$ cat src/hw/rtl/assert_macros.svh
// Assertion macros shared by the RTL files.
`ifndef ASSERT_MACROS_SVH
`define ASSERT_MACROS_SVH
`ifndef SYNTHESIS
// Checked on every edge once reset is released.
`define ASSERT_ON_CLK(lbl, clk, rst_n, prop, msg) \
	lbl: assert property (@(posedge clk) disable iff (!rst_n) prop) else $error(msg);
// Checked on every edge, also during reset.
`define ASSERT_ALWAYS(lbl, clk, prop, msg) \
	lbl: assert property (@(posedge clk) prop) else $error(msg);
`else
`define ASSERT_ON_CLK(lbl, clk, rst_n, prop, msg)
`define ASSERT_ALWAYS(lbl, clk, prop, msg)
`endif
`endif

$ cat src/hw/rtl/htcc_pkg.sv
// Types, codes and constants of the humidity/temperature convert and check unit.
`default_nettype none
package htcc_pkg;
	localparam logic [1:0] OP_HUMIDITY    = 2'd0;
	localparam logic [1:0] OP_TEMPERATURE = 2'd1;
	localparam logic [1:0] OP_PREV_TEMP   = 2'd2;

	localparam logic [1:0] ST_MATCH     = 2'd0;
	localparam logic [1:0] ST_MISMATCH  = 2'd1;
	localparam logic [1:0] ST_UNCHECKED = 2'd2;

	localparam logic [14:0] HUM_SCALE = 15'd12500;
	localparam logic [14:0] TMP_SCALE = 15'd17572;
	localparam logic signed [15:0] HUM_OFFSET = 16'sd600;
	localparam logic signed [15:0] TMP_OFFSET = 16'sd4685;
	localparam logic signed [15:0] HUM_MAX    = 16'sd10000;

	localparam logic [7:0] CRC_POLY = 8'h31;

	typedef struct packed {
		logic [1:0]  operation;
		logic [15:0] raw_code;
		logic [7:0]  check_byte;
	} frame_t;

	typedef struct packed {
		logic signed [14:0] value_centi;
		logic [1:0]         check_status;
		logic               was_clamped;
	} result_t;
endpackage
`default_nettype wire

$ cat src/hw/rtl/htcc_crc8.sv
// CRC-8 (poly 0x31, init 0, MSB first) over the two code bytes, compared with the check byte.
`default_nettype none
module htcc_crc8 (
	input  wire logic [15:0] raw_code,
	input  wire logic [7:0]  check_byte,
	output logic             match
);
	function automatic logic [7:0] crc_byte(input logic [7:0] crc, input logic [7:0] b);
		logic [7:0] v;
		v = crc ^ b;
		for (int k = 0; k < 8; k++) begin
			if (v[7]) begin
				v = {v[6:0], 1'b0} ^ htcc_pkg::CRC_POLY;
			end else begin
				v = {v[6:0], 1'b0};
			end
		end
		return v;
	endfunction

	logic [7:0] crc_hi;
	logic [7:0] crc_lo;

	assign crc_hi = crc_byte(8'h00, raw_code[15:8]);
	assign crc_lo = crc_byte(crc_hi, raw_code[7:0]);
	assign match  = (crc_lo == check_byte);
endmodule
`default_nettype wire

$ cat src/hw/rtl/htcc_scale.sv
// Code to hundredths: one constant multiply, offset, and humidity saturation.
`default_nettype none
module htcc_scale (
	input  wire logic [1:0]         operation,
	input  wire logic [15:0]        raw_code,
	output logic signed [14:0]      value_centi,
	output logic                    was_clamped
);
	logic               is_hum;
	logic [14:0]        factor;
	logic [30:0]        prod;
	logic signed [15:0] diff;

	assign is_hum = (operation == htcc_pkg::OP_HUMIDITY);
	assign factor = is_hum ? htcc_pkg::HUM_SCALE : htcc_pkg::TMP_SCALE;
	assign prod   = 31'(raw_code) * 31'(factor);
	// prod[30:16] is at most 17571, so the zero-extended value stays positive
	assign diff   = $signed({1'b0, prod[30:16]})
		- (is_hum ? htcc_pkg::HUM_OFFSET : htcc_pkg::TMP_OFFSET);

	always_comb begin
		value_centi = diff[14:0];
		was_clamped = 1'b0;
		if (is_hum) begin
			if (diff < 16'sd0) begin
				value_centi = 15'sd0;
				was_clamped = 1'b1;
			end else if (diff > htcc_pkg::HUM_MAX) begin
				value_centi = htcc_pkg::HUM_MAX[14:0];
				was_clamped = 1'b1;
			end
		end
	end
endmodule
`default_nettype wire

$ cat src/hw/rtl/humidity_temperature_convert_check_unit.sv
// Top level: frame register, convert/check logic, result register.
//
//   channel  | valid         | stall         | payload
//   frame    | frame_valid   | frame_stall   | frame  (htcc_pkg::frame_t)
//   result   | result_valid  | result_stall  | result (htcc_pkg::result_t)
//
// One frame per cycle sustained while the result is not stalled. The edge that takes a frame
// loads the frame register; the result register is loaded from it (one multiply and CRC in
// between) once the result stage can advance, and result_valid rises as it is loaded.
// Reset clears both valid flags; payload registers are not reset.
// A stalled result holds in place; frame_stall rises only when both stages are full
// and the result is stalled.
`default_nettype none
`include "assert_macros.svh"
module humidity_temperature_convert_check_unit (
	input  wire logic             clk,
	input  wire logic             arst_n,
	input  wire logic             frame_valid,
	output logic                  frame_stall,
	input  wire htcc_pkg::frame_t frame,
	output logic                  result_valid,
	input  wire logic             result_stall,
	output htcc_pkg::result_t     result
);
	htcc_pkg::frame_t  frame_s1;
	logic              valid_s1;
	htcc_pkg::result_t result_s2;
	logic              valid_s2;

	logic              adv2;
	logic              take;
	logic              crc_match;
	logic signed [14:0] value_c;
	logic              clamped_c;
	logic [1:0]        status_c;

	assign adv2        = !valid_s2 || !result_stall;
	assign frame_stall = valid_s1 && !adv2;
	assign take        = frame_valid && !frame_stall;

	htcc_scale u_scale (
		.operation   (frame_s1.operation),
		.raw_code    (frame_s1.raw_code),
		.value_centi (value_c),
		.was_clamped (clamped_c)
	);

	htcc_crc8 u_crc (
		.raw_code   (frame_s1.raw_code),
		.check_byte (frame_s1.check_byte),
		.match      (crc_match)
	);

	always_comb begin
		case (frame_s1.operation)
			htcc_pkg::OP_HUMIDITY,
			htcc_pkg::OP_TEMPERATURE: status_c = crc_match ? htcc_pkg::ST_MATCH
				: htcc_pkg::ST_MISMATCH;
			default:                  status_c = htcc_pkg::ST_UNCHECKED;
		endcase
	end

	always_ff @(posedge clk or negedge arst_n) begin
		if (!arst_n) begin
			valid_s1 <= 1'b0;
			valid_s2 <= 1'b0;
		end else begin
			if (!frame_stall) begin
				valid_s1 <= frame_valid;
			end
			if (adv2) begin
				valid_s2 <= valid_s1;
			end
		end
	end

	always_ff @(posedge clk) begin
		if (take) begin
			frame_s1 <= frame;
		end
		if (adv2 && valid_s1) begin
			result_s2.value_centi  <= value_c;
			result_s2.check_status <= status_c;
			result_s2.was_clamped  <= clamped_c;
		end
	end

	assign result_valid = valid_s2;
	assign result       = result_s2;

	`ASSERT_ALWAYS(a_stall_only_when_full, clk,
		frame_stall |-> (valid_s1 && valid_s2 && result_stall),
		"frame stalled while a stage is free")
	`ASSERT_ON_CLK(a_s1_moves_to_s2, clk, arst_n,
		(valid_s1 && adv2) |=> valid_s2,
		"transaction lost between frame and result register")
	`ASSERT_ON_CLK(a_clamp_bounds, clk, arst_n,
		(valid_s2 && result_s2.was_clamped) |->
		(result_s2.value_centi == 15'sd0
		|| result_s2.value_centi == htcc_pkg::HUM_MAX[14:0]),
		"clamped result not at a humidity bound")
	`ASSERT_ON_CLK(a_status_code, clk, arst_n,
		valid_s2 |-> (result_s2.check_status == htcc_pkg::ST_MATCH
		|| result_s2.check_status == htcc_pkg::ST_MISMATCH
		|| result_s2.check_status == htcc_pkg::ST_UNCHECKED),
		"reserved check status code")
endmodule
`default_nettype wire
$ cat config.mk
export PLATFORM = sky130hd
export DESIGN_NAME = humidity_temperature_convert_check_unit
export DESIGN_NICKNAME = d
export VERILOG_FILES = /design/src/hw/rtl/htcc_pkg.sv /design/src/hw/rtl/htcc_crc8.sv /design/src/hw/rtl/htcc_scale.sv /design/src/hw/rtl/humidity_temperature_convert_check_unit.sv
export VERILOG_INCLUDE_DIRS = /design/src /design/src/hw/rtl
export SDC_FILE = /design/constraint.sdc
export NUM_CORES = 1
export LEC_CHECK = 0
export ABC_AREA = 1
export BUFFER_PORTS_ARGS = -buffer_cell sky130_fd_sc_hd__buf_2
export CAP_MARGIN = 20
export CORE_ASPECT_RATIO = 0.75
export CORE_MARGIN = 2
export CORE_UTILIZATION = 47
export DETAILED_ROUTE_END_ITERATION = 12
export GPL_TIMING_DRIVEN = 0
export PLACE_DENSITY = 0.67
export SLEW_MARGIN = 15
export SYNTH_ARGS = -nofsm -noshare
export SYNTH_HDL_FRONTEND = slang
export SYNTH_SLANG_ARGS = --single-unit
$ cat constraint.sdc
create_clock -name clk -period 6.9 [get_ports clk]
set_input_delay 0.345 -clock clk [delete_from_list [all_inputs] [get_ports clk]]
set_output_delay 0.345 -clock clk [all_outputs]
set_load 0.01 [all_outputs]
---- Yosys cells after proc, flatten, opt, wreduce, memory -nomap -nowiden ----
Cells that the tools add are included.
Widths: inputs -> output; s select.
storage, ports and cells
  input bits .............................. 30
  logic and storage cells ................. 65
  output and inout bits ................... 20
  register bits ........................... 46
cells by class
  mux-type cells .......................... 24
  equal/unequal tests ..................... 2
  multipliers ............................. 1
  $add $sub $neg .......................... 1
  bitwise logic cells ..................... 17
  reductions and logical operators ........ 10
  $lt $le $gt $ge ......................... 2
operators with widths
  kind                  count
  $mux 6                16
  $mux 15               4
  $not 3->3             16
  $mul 16x15->31        1
  $gt 16x15->1 const B  1
  $lt 16x1->1 const B   1
  $sub 16x16->16        1
  $mux 13               1
  $eq 8x8->1            1
  $xor 8x8->8           1
  $logic_not 1->1       4
  $logic_and 1x1->1     3
  $mux 1                3
  $eq 2x1->1 const B    1
  $logic_not 2->1       1
  $reduce_or 2->1       1
  $logic_or 1x1->1      1

---- Longest topological paths before layout ----
Gate-level depths: netlist of run 1.
  depth in word-level cells ............... 35
  gate-level depth with buffers ........... 42
  gate-level depth less buffers ........... 42

---- Hierarchy ----
From an unflattened synthesis of run 1, not the netlist that was laid out.
unflattened totals
  cells, all modules ...................... 979
  area total of the unflattened synthesis .. 7,923.8 um^2
modules (own cells, without submodules)
  module                                   area an instance (um^2)  sequential area each (um^2)  cells an instance  times used
  htcc_scale                               5,631.7                  0.0                          748                1
  humidity_temperature_convert_check_unit  1,423.9                  1,371.3                      58                 1
  htcc_crc8                                868.3                    0.0                          173                1

---- Worst setup path after synthesis of run 1 ----
Ideal clock, no wire load.
  path kind ............................... register to register
  start ................................... reg frame_s1[25] (netlist name)
  end ..................................... reg result_s2, in the netlist result[10] (data pin)
  stages on the path, launching flop included .. 30
  period minus slack after synthesis ...... 6.717 ns
  required time ........................... 6.640 ns
  library setup time ...................... 0.260 ns
  data arrival time ....................... 6.457 ns
  path slack .............................. 0.183 ns
  path buffers ............................ 1
  cells stage by stage .................... edfxtp_1 -> nor2_2 -> clkbuf_1 -> nor2_1 -> or2_2 -> ha_1 -> fa_1 -> inv_1 -> fa_1 -> fa_1 -> inv_1 -> fa_1 -> ha_1 -> ha_1 -> a21oi_1 -> o21ai_0 -> a21oi_1 -> nand3_2 -> a311oi_1 -> xor2_1 -> ha_1 -> nand2_1 -> nor2_1 -> nand3_1 -> nand3_1 -> nand2_1 -> inv_1 -> nand2_2 -> a21oi_4 -> nor2_1
on the way
  longest elaborated chain between the ends .. 8
  elaborated cells between the ends (all ways) .. 10
  those cells by class .................... add/sub (1); mul (1); order compare (2); mux (5); reduce/logical (1)
ends and longest elaborated chain
  what                        RTL line                                       text
  start: declaration          humidity_temperature_convert_check_unit.sv:25  htcc_pkg::frame_t frame_s1;
  start signal: assignment    humidity_temperature_convert_check_unit.sv:79  frame_s1 <= frame;
  $logic_not 2->1 *           htcc_scale.sv:14                               assign is_hum = (operation == htcc_pkg::OP_HUMIDITY);
  $mux 15                     htcc_scale.sv:15                               assign factor = is_hum ? htcc_pkg::HUM_SCALE : htcc_pkg::TMP_SCALE;
  $mul 16x15->31              htcc_scale.sv:16                               assign prod = 31'(raw_code) * 31'(factor);
  $sub 16x16->16              htcc_scale.sv:19                               - (is_hum ? htcc_pkg::HUM_OFFSET : htcc_pkg::TMP_OFFSET);
  $gt 16x15->1                htcc_scale.sv:28                               end else if (diff > htcc_pkg::HUM_MAX) begin
  $mux 15                     htcc_scale.sv:28
  $mux 15                     htcc_scale.sv:25                               if (diff < 16'sd0) begin
  $mux 15 *                   htcc_scale.sv:24                               if (is_hum) begin
  net u_scale.value_centi[7]  htcc_scale.sv:6                                output logic signed [14:0] value_centi,
  end: declaration            humidity_temperature_convert_check_unit.sv:27  htcc_pkg::result_t result_s2;
The timed path passes the listed nets; every way through them passes the cells marked *.
A chain may end at the register's enable or synchronous reset.

---- Worst setup path after layout of run 1 ----
  start ................................... reg frame_s1[25] (netlist name)
  end ..................................... reg result_s2, in the netlist result[3] (data pin)
on the way
  longest elaborated chain between the ends .. 8
  elaborated cells between the ends (all ways) .. 10
  those cells by class .................... add/sub (1); mul (1); order compare (2); mux (5); reduce/logical (1)
ends and longest elaborated chain
  what                        RTL line          text
  $logic_not 2->1 *           htcc_scale.sv:14
  $mux 15 *                   htcc_scale.sv:15
  net u_scale.factor[10]      htcc_scale.sv:10  logic [14:0] factor;
  $mul 16x15->31 *            htcc_scale.sv:16
  $sub 16x16->16 *            htcc_scale.sv:19
  $gt 16x15->1                htcc_scale.sv:28
  $mux 15                     htcc_scale.sv:28
  $mux 15                     htcc_scale.sv:25
  $mux 15 *                   htcc_scale.sv:24
  net u_scale.value_centi[0]  htcc_scale.sv:6
Marked as above.

==> run summary, run 1 <==
first-pass GRT wire length: 29.59 mm
DIE HEIGHT: 112.4 µm
DR vias: 5970
H-tree levels: 2
Setup CP Type: flop to flop
Syn Std Cell Area: 7370 µm²
sequential fraction of the synthesis area: 18.61%
CTS tree: done
Skew-Pair Late Insertion Delay: 290 ps
Post-Syn Instances: 866
Synth top area share: 21.05%
commonest cells after routing, fill and taps aside: inv_1 (157), nand2_1 (120), ha_1 (96)
number of port buffers: 49
vias per cell: 5.085
outcome: finished clean
total CTS buffers: 5
largest net degree at the start of global routing: 27
initial antenna violation count: 0
# rows: 39
clock sink total: 46
worst path arrival time: 6810 ps
crit end category: flop
P&R area growth vs syn: 24.92%
post-route cell area: 9206 µm²
commonest non-fill, non-tap cell in the layout: inv_1
Syn Area/Cell: 8.510 µm²
grt ovf: 0
vias in the first global route: 6029
most frequent CP cell: nand2_4
Required @ worst endpoint: 6940 ps
Synth Register Bits: 46
Max Clock Freq: 147.8 MHz
routability-driven placement congestion ratio: 0.9063
post-synth cell types: 44
Pre-antenna DRT Iters: 5
Post-synth top flop: edfxtp_1
clock buffer depth: 2
CP max-delay cell: fa_1
share of cells above drive strength 1: 26.52%
die width: 148.6 µm
relative slew slack: 30.25%
total track usage: 22.69%
Slew Limit Fails: 0
DRC Markers: 0
Async SR Flop Fraction: 4.348%
Synth area leaders: ha_1 (21%), fa_1 (21%), edfxtp_1 (18%)
# nets final: 1198
overall routed net length: 18.54 mm
worst slew pin tran: 1045 ps
die footprint: 16710 µm²
min cycle time layout: 6768 ps
CP bufs+invs: 4
Final WS setup: 132.2 ps
Starting Density: 48.25%
IO Pins: 50
wire per inst: 15.79 µm
CTS clk-pin slew, worst paths: 60 ps
RSZ-0062 raised after global routing: true
slowest stage delay, CP: 550 ps
Clk Tree Root Cell: clkbuf_16
pre-CTS setup slack: -1183 ps
number of flops mapped to enable cells by yosys: 44
1st-iter DRT viols: 446
DP Area: 7943 µm²
Max-cap violations: 0
Synth area leader: ha_1
critical path's top delay family: adder cells
endpoints failing setup: 0
yosys warns: 0
n_diodes: 0
Hold Path Class: input port to flop
Max Clock Skew: 4.403 ps
Final Hold Fails: 0
Final period util: 98.08%
DP HPWL: 14.48 mm
critical path peak fanout: 8
Final ANT Viol Nets: 0
Worst setup SP type: flop
core area: 15270 µm²
stage by stage:
step                utilization [%]  TNS [ps]  instances  hold slack (ps)
floorplan                         -         0        881            49.41
global placement              51.90    -18400       1135            136.3
detailed placement            52.00    -17860       1136            136.9
CTS                           55.92         0       1161            219.5
global route                  60.28     -1991       1174            217.6
finish                        60.28         0       1174            223.0
cell families after synthesis:
kind of cell	Yosys count	synth area share, %
AOI/OAI and AO/OA	73	5.569
xor gates and xnor gates	47	6.248
adders and majority gates	200	41.70
buffers and inverters	187	9.524
DFF	46	18.61
other	2	0.1019
and+or+nand+nor	311	18.25
worst reg2reg max path, delay by kind of cell (launching register included):
kind	cells	cell delay (ps)
fa+ha+maj	8	3280
xor+xnor	1	170
simple gates	17	1640
flops	1	460
buf+inv	4	630
compound gates	2	310
synthesized netlist by cell type (3+ instances only):
library cell,n
nor2_1,84
clkbuf_1,14
nand3b_1,4
fa_1,76
o21ai_0,24
edfxtp_1,44
a21oi_1,35
nor3_1,5
xnor2_1,18
inv_1,170
or2_2,9
nor2_2,3
nand3_1,34
xor2_1,24
nand2_1,149
nand2_2,7
nand4_1,5
ha_1,124
a21o_1,3
cell type report:
cell class,count,area [µm²]
plain buffers,13,97.59
inverters,172,645.6
fillers,1279,6067
clock buffers,8,146.4
flip-flops and latches,46,1371
well taps,205,256.5
multi-input cells,649,6148
repair buffers,81,540.5
path summary, 6_finish.rpt:
kind / start / to / slack [ps] / cells after the start
hold reg to reg: valid_s1 / result_valid / 470 / 2
setup / recovery: frame_s1[25] / result[3] / 130 / 32
min in group asynchronous: arst_n / result_valid / 360 / 2
hold / removal: frame[12] / frame_s1[12] / 220 / 1
max in group asynchronous: arst_n / valid_s1 / 6440 / 2
setup reg to reg: frame_s1[25] / result[3] / 130 / 32
layer usage:
metal | share of wire [%] | vias up | global-route usage, % | wire (µm)
li1 | - | 2931 | - | -
met1 | 48 | 2825 | 34.10 | 8927
met2 | 43 | 195 | 33.55 | 8059
met3 | 7.2 | 19 | 5.081 | 1330
met4 | 1.2 | 0 | 4.952 | 219
met5 | 0 | - | 0 | 0
sequential cells by signal, indices dropped and copies added (netlist names):
signal,flops
frame_s1,26
valid_s1,1
result,18
result_valid,1
what timing repair did:
action,4_1_cts,5_1_grt
gates cloned,1,1
hold buffers,1,0
pin swaps,25,88
buffers inserted,16,13
gates resized for setup,71,127
hold endpoints to repair,2,0
endpoints found under the setup margin,16,16
Power of run 1 is not shown: default switching activity piles up to over one toggle a cycle in this logic, so the estimate is an artifact.
==> inputs of run 2 (changes only) <==
--- a/config.mk
+++ b/config.mk
@@ -11,10 +11,10 @@
 export CAP_MARGIN = 20
 export CORE_ASPECT_RATIO = 0.75
 export CORE_MARGIN = 2
-export CORE_UTILIZATION = 47
+export CORE_UTILIZATION = 39
 export DETAILED_ROUTE_END_ITERATION = 12
 export GPL_TIMING_DRIVEN = 0
-export PLACE_DENSITY = 0.67
+export REMOVE_ABC_BUFFERS = 1
 export SLEW_MARGIN = 15
 export SYNTH_ARGS = -nofsm -noshare
 export SYNTH_HDL_FRONTEND = slang
==> run summary, run 2 (same netlist as run 1, synthesis figures left out) <==
CP max-delay cell: fa_1
DP HPWL: 14.59 mm
DIE HEIGHT: 123.0 µm
Hold Path Sink: frame_s1[22]
critical path peak fanout: 6
Slew Limit Fails: 0
Skew-Pair Late Insertion Delay: 300 ps
Max-cap violations: 0
Hold Path Class: input port to flop
total CTS buffers: 5
initial antenna violation count: 0
Clk Tree Root Cell: clkbuf_16
1st-iter DRT viols: 514
vias in the first global route: 5724
min cycle time layout: 6695 ps
launching point of the worst reg2reg path: frame_s1[25]
commonest non-fill, non-tap cell in the layout: inv_1
Required @ worst endpoint: 6950 ps
routability-driven placement congestion ratio: 0.8844
overall routed net length: 19.59 mm
vias per cell: 4.936
wire per inst: 15.98 µm
Starting Density: 39.82%
IO Pins: 50
DRC Markers: 0
Max Clock Skew: 8.285 ps
number of port buffers: 49
Final WS setup: 204.8 ps
CTS clk-pin slew, worst paths: 80 ps
Largest register FFs: 26
HP Start: frame[22]
grt ovf: 0
commonest cells after routing, fill and taps aside: inv_1 (157), nand2_1 (126), ha_1 (92)
die footprint: 20020 µm²
worst slew pin tran: 686.2 ps
# rows: 43
die width: 162.7 µm
Pre-antenna DRT Iters: 5
worst path arrival time: 6750 ps
Final Hold Fails: 0
DR vias: 6052
total track usage: 19.45%
R2R Setup Slk: 200 ps
n_diodes: 0
RR Endpoint: result[3]
Worst Reg-to-Reg Cells: 33
# nets final: 1208
hold path cells: 1
endpoints failing setup: 0
Final period util: 97.03%
slowest stage delay, CP: 520 ps
H-tree levels: 2
Final ANT Viol Nets: 0
share of cells above drive strength 1: 28.40%
relative slew slack: 54.20%
clock buffer depth: 2
P&R area growth vs syn: 28.88%
Largest Register: frame_s1
core area: 18510 µm²
outcome: finished clean
first-pass GRT wire length: 29.79 mm
CTS tree: done
clock sink total: 46
Worst setup SP type: flop
pre-CTS setup slack: -1015 ps
crit end category: flop
Setup CP Type: flop to flop
largest net degree at the start of global routing: 17
Max Clock Freq: 149.4 MHz
[run 2: worst max-delay path, delay by kind of cell, from the launching register on]
| family | cells | cell delay (ps) |
|---|---|---|
| adders and majority gates | 8 | 3010 |
| and+or+nand+nor | 10 | 1170 |
| buffers and inverters | 9 | 1030 |
| DFF | 1 | 460 |
| AOI/OAI and AO/OA | 4 | 430 |
| xor gates and xnor gates | 2 | 360 |
[run 2: through the flow]
step | utilization, % | TNS (ps) | hold slack [ps] | cells | instance area [µm²]
floorplan | - | 0 | 49.41 | 866 | 7370
global placement | 42.81 | -20320 | 133.8 | 1162 | 7924
detailed placement | 43.07 | -15410 | 138.2 | 1164 | 7971
CTS | 47.38 | 0 | 205.3 | 1203 | 8770
global route | 51.32 | -364.3 | 204.5 | 1226 | 9498
finish | 51.32 | 0 | 212.4 | 1226 | 9498
[run 2: worst max-delay path by stage]
| stage | startpoint | endpoint | slack (ps) |
|---|---|---|---|
| after detailed placement | frame_s1[25] | result[14] | -1010 |
| final | frame_s1[25] | result[3] | 200 |
| after floorplan | frame_s1[25] | result[10] | 50 |
| after global routing | frame_s1[25] | result[3] | -60 |
| after CTS | frame_s1[24] | result[5] | 6 |
| after global placement | frame_s1[25] | result[5] | -1330 |
[run 2: timing repair]
item | in CTS | in global routing
resized for setup | 71 | 122
setup endpoints to repair | 16 | 16
setup buffers | 27 | 23
gates cloned | 3 | 0
pin swaps | 34 | 99
endpoints found under the hold margin | 2 | 0
hold buffers | 1 | 0
[run 2: final cells by class]
type / count / area (µm²)
Sequential cell: 46 / 1371
Inverter: 172 / 654.4
Multi-Input combinational cell: 651 / 6289
Clock inverter: 2 / 37.54
Tap cell: 247 / 309.0
Clock buffer: 6 / 128.9
Fill cell: 1729 / 9010
Timing Repair Buffer: 102 / 708.2
[run 2: metal layers]
metal | share of wire (%) | wire length (µm) | track usage, % | vias up
li1 | - | - | - | 2960
met1 | 48 | 9481 | 29.84 | 2874
met2 | 43 | 8489 | 29.37 | 197
met3 | 7.2 | 1409 | 3.287 | 21
met4 | 1.1 | 210 | 2.544 | 0
met5 | 0 | 0 | 0 | -
Power of run 2 is left out for the same reason.
==> inputs of run 3 (changes only) <==
--- a/config.mk
+++ b/config.mk
@@ -15,6 +15,7 @@
 export DETAILED_ROUTE_END_ITERATION = 12
 export GPL_TIMING_DRIVEN = 0
 export REMOVE_ABC_BUFFERS = 1
+export SKIP_CTS_REPAIR_TIMING = 1
 export SLEW_MARGIN = 15
 export SYNTH_ARGS = -nofsm -noshare
 export SYNTH_HDL_FRONTEND = slang
==> constraint.sdc (replaced) <==
create_clock -name clk -period 7.3 [get_ports clk]
set_input_delay 0.365 -clock clk [delete_from_list [all_inputs] [get_ports clk]]
set_output_delay 0.365 -clock clk [all_outputs]
set_load 0.01 [all_outputs]
==> run summary, run 3 (same netlist as run 1, synthesis figures left out) <==
Final Hold Fails: 0
vias per cell: 4.789
fillcell total: 1863
commonest non-fill, non-tap cell in the layout: inv_1
DP HPWL: 14.59 mm
DIE HEIGHT: 123.0 µm
worst slew pin tran: 669.7 ps
Largest register FFs: 26
number of port buffers: 49
Required @ worst endpoint: 7350 ps
clock buffer depth: 2
IO Pins: 50
CP bufs+invs: 4
# nets final: 1172
Worst setup SP type: flop
commonest cells after routing, fill and taps aside: inv_1 (166), nand2_1 (142), ha_1 (119)
vias in the first global route: 5426
CP max-delay cell: fa_1
die width: 162.7 µm
initial antenna violation count: 0
# placed instances: 1164
slowest stage delay, CP: 580 ps
Finished Layout Cells: 1190
die footprint: 20020 µm²
Max Clock Skew: 10.50 ps
Starting Density: 39.82%
Hold Path Class: input port to flop
# rows: 43
Final period util: 96.80%
H-tree levels: 2
Clk Tree Root Cell: clkbuf_16
Max Clock Freq: 141.5 MHz
outcome: finished clean
Slew Limit Fails: 0
CTS clk-pin slew, worst paths: 80 ps
total track usage: 18.19%
n_diodes: 0
largest net degree at the start of global routing: 29
1st-iter DRT viols: 427
total CTS buffers: 5
routability-driven placement congestion ratio: 0.8844
grt ovf: 0
Setup CP Type: flop to flop
CTS tree: done
relative slew slack: 55.30%
clock sink total: 46
DR vias: 5699
share of cells above drive strength 1: 16.22%
Largest Register: frame_s1
P&R area growth vs syn: 15.74%
Skew-Pair Late Insertion Delay: 300 ps
Final ANT Viol Nets: 0
Max-cap violations: 0
Pre-antenna DRT Iters: 5
overall routed net length: 17.98 mm
wire per inst: 15.11 µm
min cycle time layout: 7066 ps
critical path's top delay family: adder cells
core area: 18510 µm²
worst path arrival time: 7110 ps
first-pass GRT wire length: 28.05 mm
most frequent CP cell: nand2_1
critical path peak fanout: 14
endpoints failing setup: 0
final core utilization: 46.09%
DRC Markers: 0
crit end category: flop
[run 3: cell count changes in the layout (fill, tap and decap cells not counted), sizes merged]
| cell | previous run | this run |
|---|---|---|
| buf | 101 | 65 |
| inv | 169 | 171 |
| clkinv | 2 | 1 |
| clkinvlp | 2 | 1 |
[run 3: metrics by stage]
stage	worst slack, ps	cell area (µm²)	TNS, ps	hold slack, ps
after floorplan	445.5	7370	0	69.41
after global placement	-926.4	7924	-13920	153.8
after detailed placement	-614.7	7971	-9010	158.2
after CTS	-683.0	8138	-10060	-159.9
after global routing	-47.64	8529	-387.2	224.5
final	233.9	8529	0	230.4
[run 3: layer usage]
layer / vias to the layer above / track usage [%] / part of all wire (%)
met4: 0 / 2.212 / 1.0
li1: 2874 / - / -
met3: 18 / 3.220 / 6.7
met2: 147 / 26.69 / 41
met1: 2660 / 28.50 / 52
met5: - / 0 / 0
[run 3: final timing paths]
| path | slack (ps) | to | depth (start not counted) | from |
|---|---|---|---|---|
| setup / recovery | 230 | result[5] | 32 | frame_s1[25] |
| max in group asynchronous | 6810 | result_valid | 2 | arst_n |
| hold / removal | 230 | frame_s1[22] | 1 | frame[22] |
| setup reg to reg | 230 | result[5] | 32 | frame_s1[25] |
| hold reg to reg | 520 | result_valid | 2 | valid_s1 |
| min in group asynchronous | 390 | valid_s1 | 2 | arst_n |
[run 3: cell type report]
type	instances	area (µm²)	share of cell area [%]
tap	247	309.0	3.623
multi-input combinational	651	5608	65.75
timing repair buffer	66	424.2	4.973
clock inverter	2	37.54	0.4401
inverter	172	650.6	7.628
clock buffer	6	128.9	1.511
sequential	46	1371	16.08
[run 3: worst reg2reg max path, delay by kind of cell (launching register included)]
kind                       cells  cell delay, ps
and+or+nand+nor               17            2050
xor gates and xnor gates       1             160
DFF                            1             520
adders and majority gates      8            3270
AOI/OAI and AO/OA              2             350
buffers and inverters          4             440
Power of run 3 is left out for the same reason.
